File: src/hw/rtl/tvfc_pkg.sv
package tvfc_pkg;

    localparam int COORD_W = 32;
    localparam int NCOORD = 6;
    localparam int PAIR_W = COORD_W * NCOORD;
    localparam int ALPHA_W = 25;
    localparam int SPEED_W = 16;
    localparam int DT_W = 16;
    localparam int CLOCK_W = 17;
    localparam int FRAME_W = 8;
    localparam int SEG_W = 6;

    localparam int S_TDATA_W = 208;
    localparam int M_TDATA_W = 216;

    // Configuration register indexes
    localparam int CFG_IDX_W = 2;
    localparam logic [CFG_IDX_W-1:0] REG_FOLLOW_SPEED = 2'd0;
    localparam logic [CFG_IDX_W-1:0] REG_FRAME_INTERVAL = 2'd1;
    localparam logic [CFG_IDX_W-1:0] REG_FRAMES_ACROSS = 2'd2;
    localparam logic [CFG_IDX_W-1:0] REG_FRAMES_DOWN = 2'd3;
    localparam int CFG_DATA_W = 16;

    localparam logic KIND_TICK = 1'b0;
    localparam logic KIND_INIT = 1'b1;

    localparam logic [ALPHA_W-1:0] ONE_Q24 = 25'h100_0000;
    localparam logic [CLOCK_W-1:0] CLOCK_MAX = 17'h1FFFF;

    // near_x, near_y, near_z, far_x, far_y, far_z from element 0 up
    typedef logic [NCOORD-1:0][COORD_W-1:0] pair_t;

    typedef struct packed {
        logic       valid;
        logic [2:0] idx;
    } tag_t;

endpackage

File: src/hw/rtl/tvfc_follow_unit.sv
module tvfc_follow_unit (
    input  logic                               aclk,
    input  logic                               aresetn,
    input  tvfc_pkg::tag_t                     in_tag,
    input  logic [tvfc_pkg::COORD_W-1:0]       p,
    input  logic [tvfc_pkg::COORD_W-1:0]       d,
    input  logic [tvfc_pkg::ALPHA_W-1:0]       alpha,
    output tvfc_pkg::tag_t                     out_tag,
    output logic [tvfc_pkg::COORD_W-1:0]       result
);

    localparam int DIFF_W = tvfc_pkg::COORD_W + 1;
    localparam int PROD_W = DIFF_W + tvfc_pkg::ALPHA_W + 1;
    localparam logic signed [PROD_W-1:0] HALF = PROD_W'(1) <<< 23;

    tvfc_pkg::tag_t s1_tag_reg, s2_tag_reg, s3_tag_reg;
    logic signed [DIFF_W-1:0] diff_reg;
    logic signed [PROD_W-1:0] prod_reg;
    logic [tvfc_pkg::COORD_W-1:0] p1_reg, p2_reg, sum_reg;

    logic signed [DIFF_W-1:0] diff_next;
    logic signed [PROD_W-1:0] prod_next;
    logic signed [PROD_W-1:0] rounded;
    logic [tvfc_pkg::COORD_W-1:0] sum_next;

    always_comb begin
        diff_next = $signed({d[tvfc_pkg::COORD_W-1], d}) - $signed({p[tvfc_pkg::COORD_W-1], p});
        prod_next = diff_reg * $signed({1'b0, alpha});
        // round to nearest, ties up, then floor shift by 24
        rounded = prod_reg + HALF;
        sum_next = p2_reg + rounded[tvfc_pkg::COORD_W+23:24];
    end

    always_ff @(posedge aclk) begin
        if (!aresetn) begin
            s1_tag_reg <= '0;
            s2_tag_reg <= '0;
            s3_tag_reg <= '0;
        end else begin
            s1_tag_reg <= in_tag;
            s2_tag_reg <= s1_tag_reg;
            s3_tag_reg <= s2_tag_reg;
        end
        diff_reg <= diff_next;
        p1_reg <= p;
        prod_reg <= prod_next;
        p2_reg <= p1_reg;
        sum_reg <= sum_next;
    end

    assign out_tag = s3_tag_reg;
    assign result = sum_reg;

endmodule

File: config.mk
export PLATFORM = sky130hd
export DESIGN_NAME = tvfc_follow_unit
export DESIGN_NICKNAME = d
export VERILOG_FILES = /design/src/hw/rtl/tvfc_pkg.sv /design/src/hw/rtl/tvfc_follow_unit.sv
export SDC_FILE = /design/constraint.sdc
export NUM_CORES = 2
export LEC_CHECK = 0
export BUFFER_PORTS_ARGS = -buffer_cell sky130_fd_sc_hd__buf_2
export CORE_MARGIN = 8
export CORE_UTILIZATION = 24
export DETAILED_ROUTE_END_ITERATION = 6
export HOLD_SLACK_MARGIN = 0.15
export PLACE_DENSITY = 0.48
export RECOVER_POWER = 25
export REMOVE_ABC_BUFFERS = 1
export SKIP_LAST_GASP = 1
export SLEW_MARGIN = 20
export SYNTH_ARGS = -nofsm -noshare
export SYNTH_HDL_FRONTEND = slang
export SYNTH_SLANG_ARGS = --single-unit
File: constraint.sdc
create_clock -name aclk -period 8.1 [get_ports aclk]
set_input_delay 1.62 -clock aclk [delete_from_list [all_inputs] [get_ports aclk]]
set_output_delay 1.62 -clock aclk [all_outputs]
set_load 0.01 [all_outputs]
# ---- Word level (Yosys, flattened, before mapping)
# Cells that the tools add are included.
dict set report word_totals {
  ff_bits 197
  inputBits 95
}
dict set report op_classes {
  n_addsub 3
  multipliers 1
}
# cell n
set op_table {}
lappend op_table {{$add 56x25->56 const B} 1}
lappend op_table {{$mul 33x26->56} 1}
lappend op_table {{$sub 32x32->33} 1}
lappend op_table {{$add 32x32->32} 1}

# ---- Logic depth before layout (Yosys ltp)
dict set report depth {
  word_depth 2
  depth_mapped 28
}

# ---- Least setup slack after synthesis
# Ideal clock, no wire load.
dict set report synth_timing {
  path_kind {input port to flip-flop}
  startpoint {input alpha[17] in the netlist's numbering}
  endpoint {register prod_reg[42]}
  setup_time_ns 0.121
  arrival_time_ns 7.865
  setup_slack_ns 0.114
  path_stages 25
  cell_sequence {clkbuf_1 > nand2_1 > fa_1 > inv_1 > fa_1 > inv_1 > fa_1 > inv_1 > fa_1 > fa_1 > fa_1 > inv_1 > fa_1 > inv_1 > ha_1 > a21oi_1 > o221ai_1 > a31oi_1 > or3b_2 > o21ai_2 > a221oi_1 > o311a_1 > o21ai_1 > a21oi_1 > xnor2_1}
}
dict set report synth_via {
  elab_chain_cells 1
}
# element line
set synth_lines {}
lappend synth_lines {{start, declared} tvfc_follow_unit.sv:7} ;# input logic [tvfc_pkg::ALPHA_W-1:0] alpha,
lappend synth_lines {{$mul 33x26->56} tvfc_follow_unit.sv:28} ;# prod_next = diff_reg * $signed({1'b0, alpha});
lappend synth_lines {{net prod_next[42]} tvfc_follow_unit.sv:22} ;# logic signed [PROD_W-1:0] prod_next;
lappend synth_lines {{end signal, assigned} tvfc_follow_unit.sv:46} ;# prod_reg <= prod_next;
lappend synth_lines {{end, declared} tvfc_follow_unit.sv:18} ;# logic signed [PROD_W-1:0] prod_reg;
# The timed path passes the listed nets, and every way through them passes these cells.
# A chain may end at the register's enable or synchronous reset.

# ---- Final worst setup path
dict set report layout_timing {
  startpoint {input alpha[13] in the netlist's numbering}
  endpoint {register prod_reg[55]}
}
# Same word-level chain as after synthesis.

==> out/metrics.cfg <==
[global_route]
grtUsageTotal_pct=13.4
antenna_found_initial=4
grt_max_degree=34
overflow=0
grt_pass1_vias=27700
grt_pass1_wl_um=165000

[placed_design]
place_inst=5890
port_buffers=130
hpwl_um=89900
routabilityCongestion=0.834
pre_cts_slack_ns=-0.726

[clocking]
clock_latency_ns=0.45
path_clk_slew_ns=0.07
cts_buffer_depth=2
cts_max_level=4
cts_made_buffers=17
clock-root-buffer=clkbuf_16
tritoncts=yes
cts_sinks=174

[yosys]
synth_top_family_by_area=adder cells
synth_top_flop_cell=dfxtp_1
yosys.area_share.simple_pct=15.8
synthCells=3759
synth_seq_cells=174
async_reset_ff_share_pct=0
synth_cell_types=74
ys_warn_count=0
synth-compound-area-share_pct=5.03
seq_area_frac_synth_pct=9.88
syn-mean-instance-area_um2=9.38
synthXorXnorAreaFrac_pct=3.45
synth-edff-count=0
syn_area_um2=35300
synthMuxAreaShare_pct=0.0284
yosys.area_share.adder_pct=54.2

[timing]
finalHoldViolCount=0
rsz0062_at_grt=true
worst_clock_skew_ns=0.0186
fin_crit_ns=7.95
fin_crit_sh_pct=98.2
setup_violations=0
setup_tns_ns=0
slew_headroom_pct=30.4
worstMarginPinSlew_ns=1.03
finalWorstSetupSlack_ns=0.149
max_freq_mhz=126
slew_violations=0

[layout]
final_util_pct=27.8
area_growth_pct=14.8
drive_above_1_share_pct=10.6
nets=5125
stdcell_count=5925

[critical_path]
cpMostUsedCell=fa_1
required_ns=8.46
r2r_slack_ns=0.65
r2r-start=diff_reg[10]$_DFF_P_
reg2reg_depth=24
r2r_end=prod_reg[55]$_DFF_P_
cp-startpoint=alpha[13]
worstPathArrival_ns=8.31
slowest_delay_ns=0.60
endpoint_kind=register
critPathMaxFanout=14
path_class=in -> reg
startpoint_type=primary input
crit_slowest_cell=fa_1
cp-endpoint=prod_reg[55]$_DFF_P_

[status]
status=complete, no violations

[floorplan]
die_area_um2=159000
die_w_um=399
rows=140
die-height_um=399
start_util_pct=24.2
io-pin-count=131
core_area_um2=146000

[hold_path]
hold_path.class=reg -> reg
min_delay_path_depth=0

[routing]
drt_iter0_drc=991
drc_errors=0
vias_per_cell=4.15
wl_um=104000
first_pass_iters=5
ant_nets=0
vias=24600
wire_per_inst_um=17.6

[flow_run]
max_cap_viol_count=0

-- per-layer routing --
layer,up-vias,part of all wire (%),track usage [%]
li1,11400,-,-
met1,12700,47,18.2
met2,378,49,23.3
met3,83,2.2,0.784
met4,0,2.2,3.04
met5,-,0,0
-- cells in the final DEF (no fill, tap or decap), drive strengths merged, types with 7 or more instances in the layout --
| master | count |
|---|---|
| nand4 | 13 |
| buf | 347 |
| and2 | 540 |
| clkbuf | 37 |
| nor2b | 10 |
| and3 | 15 |
| nand2b | 7 |
| a211oi | 13 |
| o21ai | 42 |
| xnor2 | 109 |
| dfxtp | 174 |
| nand3 | 36 |
| nor3 | 12 |
| ha | 216 |
| fa | 820 |
| o21a | 15 |
| inv | 946 |
| a21o | 35 |
| a21oi | 93 |
| nand2 | 351 |
| xor2 | 30 |
| o21bai | 11 |
| nor2 | 49 |
-- final cells by class --
type / count / area [um^2]
clock inverters: 13 / 134
clock buffers: 19 / 433
fillers: 15600 / 105000
diodes: 1 / 2.50
multi-input cells: 2495 / 27800
well taps: 1917 / 2400
flip-flops and latches: 174 / 3480
inverters: 941 / 3530
repair buffers: 365 / 2690
-- cells in the mapped netlist, drive strengths merged, types with 30 or more instances --
master,number,area [um^2]
xor2,30,263
clkbuf,148,556
a21o,35,268
dfxtp,174,3480
nand3,36,180
nand2,351,1320
ha,216,2700
o21ai,42,218
and2,540,3380
nor2,49,184
fa,820,16400
xnor2,109,955
inv,941,3530
a21oi,93,469
-- worst max-delay path: cells and delay by family --
family | cells | cell delay [ns]
AO/OA/AOI/OAI | 5 | 0.82
XOR/XNOR | 1 | 0.18
adder cells (fa/ha/maj) | 8 | 3.92
buffers and inverters | 7 | 0.82
AND/OR/NAND/NOR | 4 | 0.89
-- cells by family (layout without fill, tap and decap cells) --
family	after synthesis	count (layout)
mux	1	1
other cells	0	1
xor+xnor	139	139
compound gates	263	263
buf+inv	1090	1338
fa+ha+maj	1036	1036
flops	174	174
simple gates	1056	1056
-- per-stage QoR --
stage | instance area [um^2] | hold slack [ns]
finish | 40500 | 0.321
detailed placement | 39800 | 0.312
global placement | 39800 | 0.310
floorplan | 34700 | 0.310
global route | 40500 | 0.328
CTS | 40300 | 0.322
-- timing repair --
item | 4_1_cts | 5_1_grt
pin swaps | 1 | 19
hold buffers | 0 | 0
resized for setup | 6 | 40
setup endpoints to repair | 9 | 19
buffers inserted | 0 | 2
-- worst min-delay path by stage --
stage | start | to | slack [ns]
2_1_floorplan | p1_reg[0]$_DFF_P_ | p2_reg[0]$_DFF_P_ | 0.31
3_3_place_gp | p1_reg[31]$_DFF_P_ | p2_reg[31]$_DFF_P_ | 0.31
3_5_place_dp | p1_reg[14]$_DFF_P_ | p2_reg[14]$_DFF_P_ | 0.31
4_1_cts | p1_reg[8]$_DFF_P_ | p2_reg[8]$_DFF_P_ | 0.32
5_1_grt | p1_reg[18]$_DFF_P_ | p2_reg[18]$_DFF_P_ | 0.33
6_report | p1_reg[8]$_DFF_P_ | p2_reg[8]$_DFF_P_ | 0.32
Power is left out: the tool's default activity adds up to more than one toggle a clock period on the data nets, which glitch-free logic cannot reach.
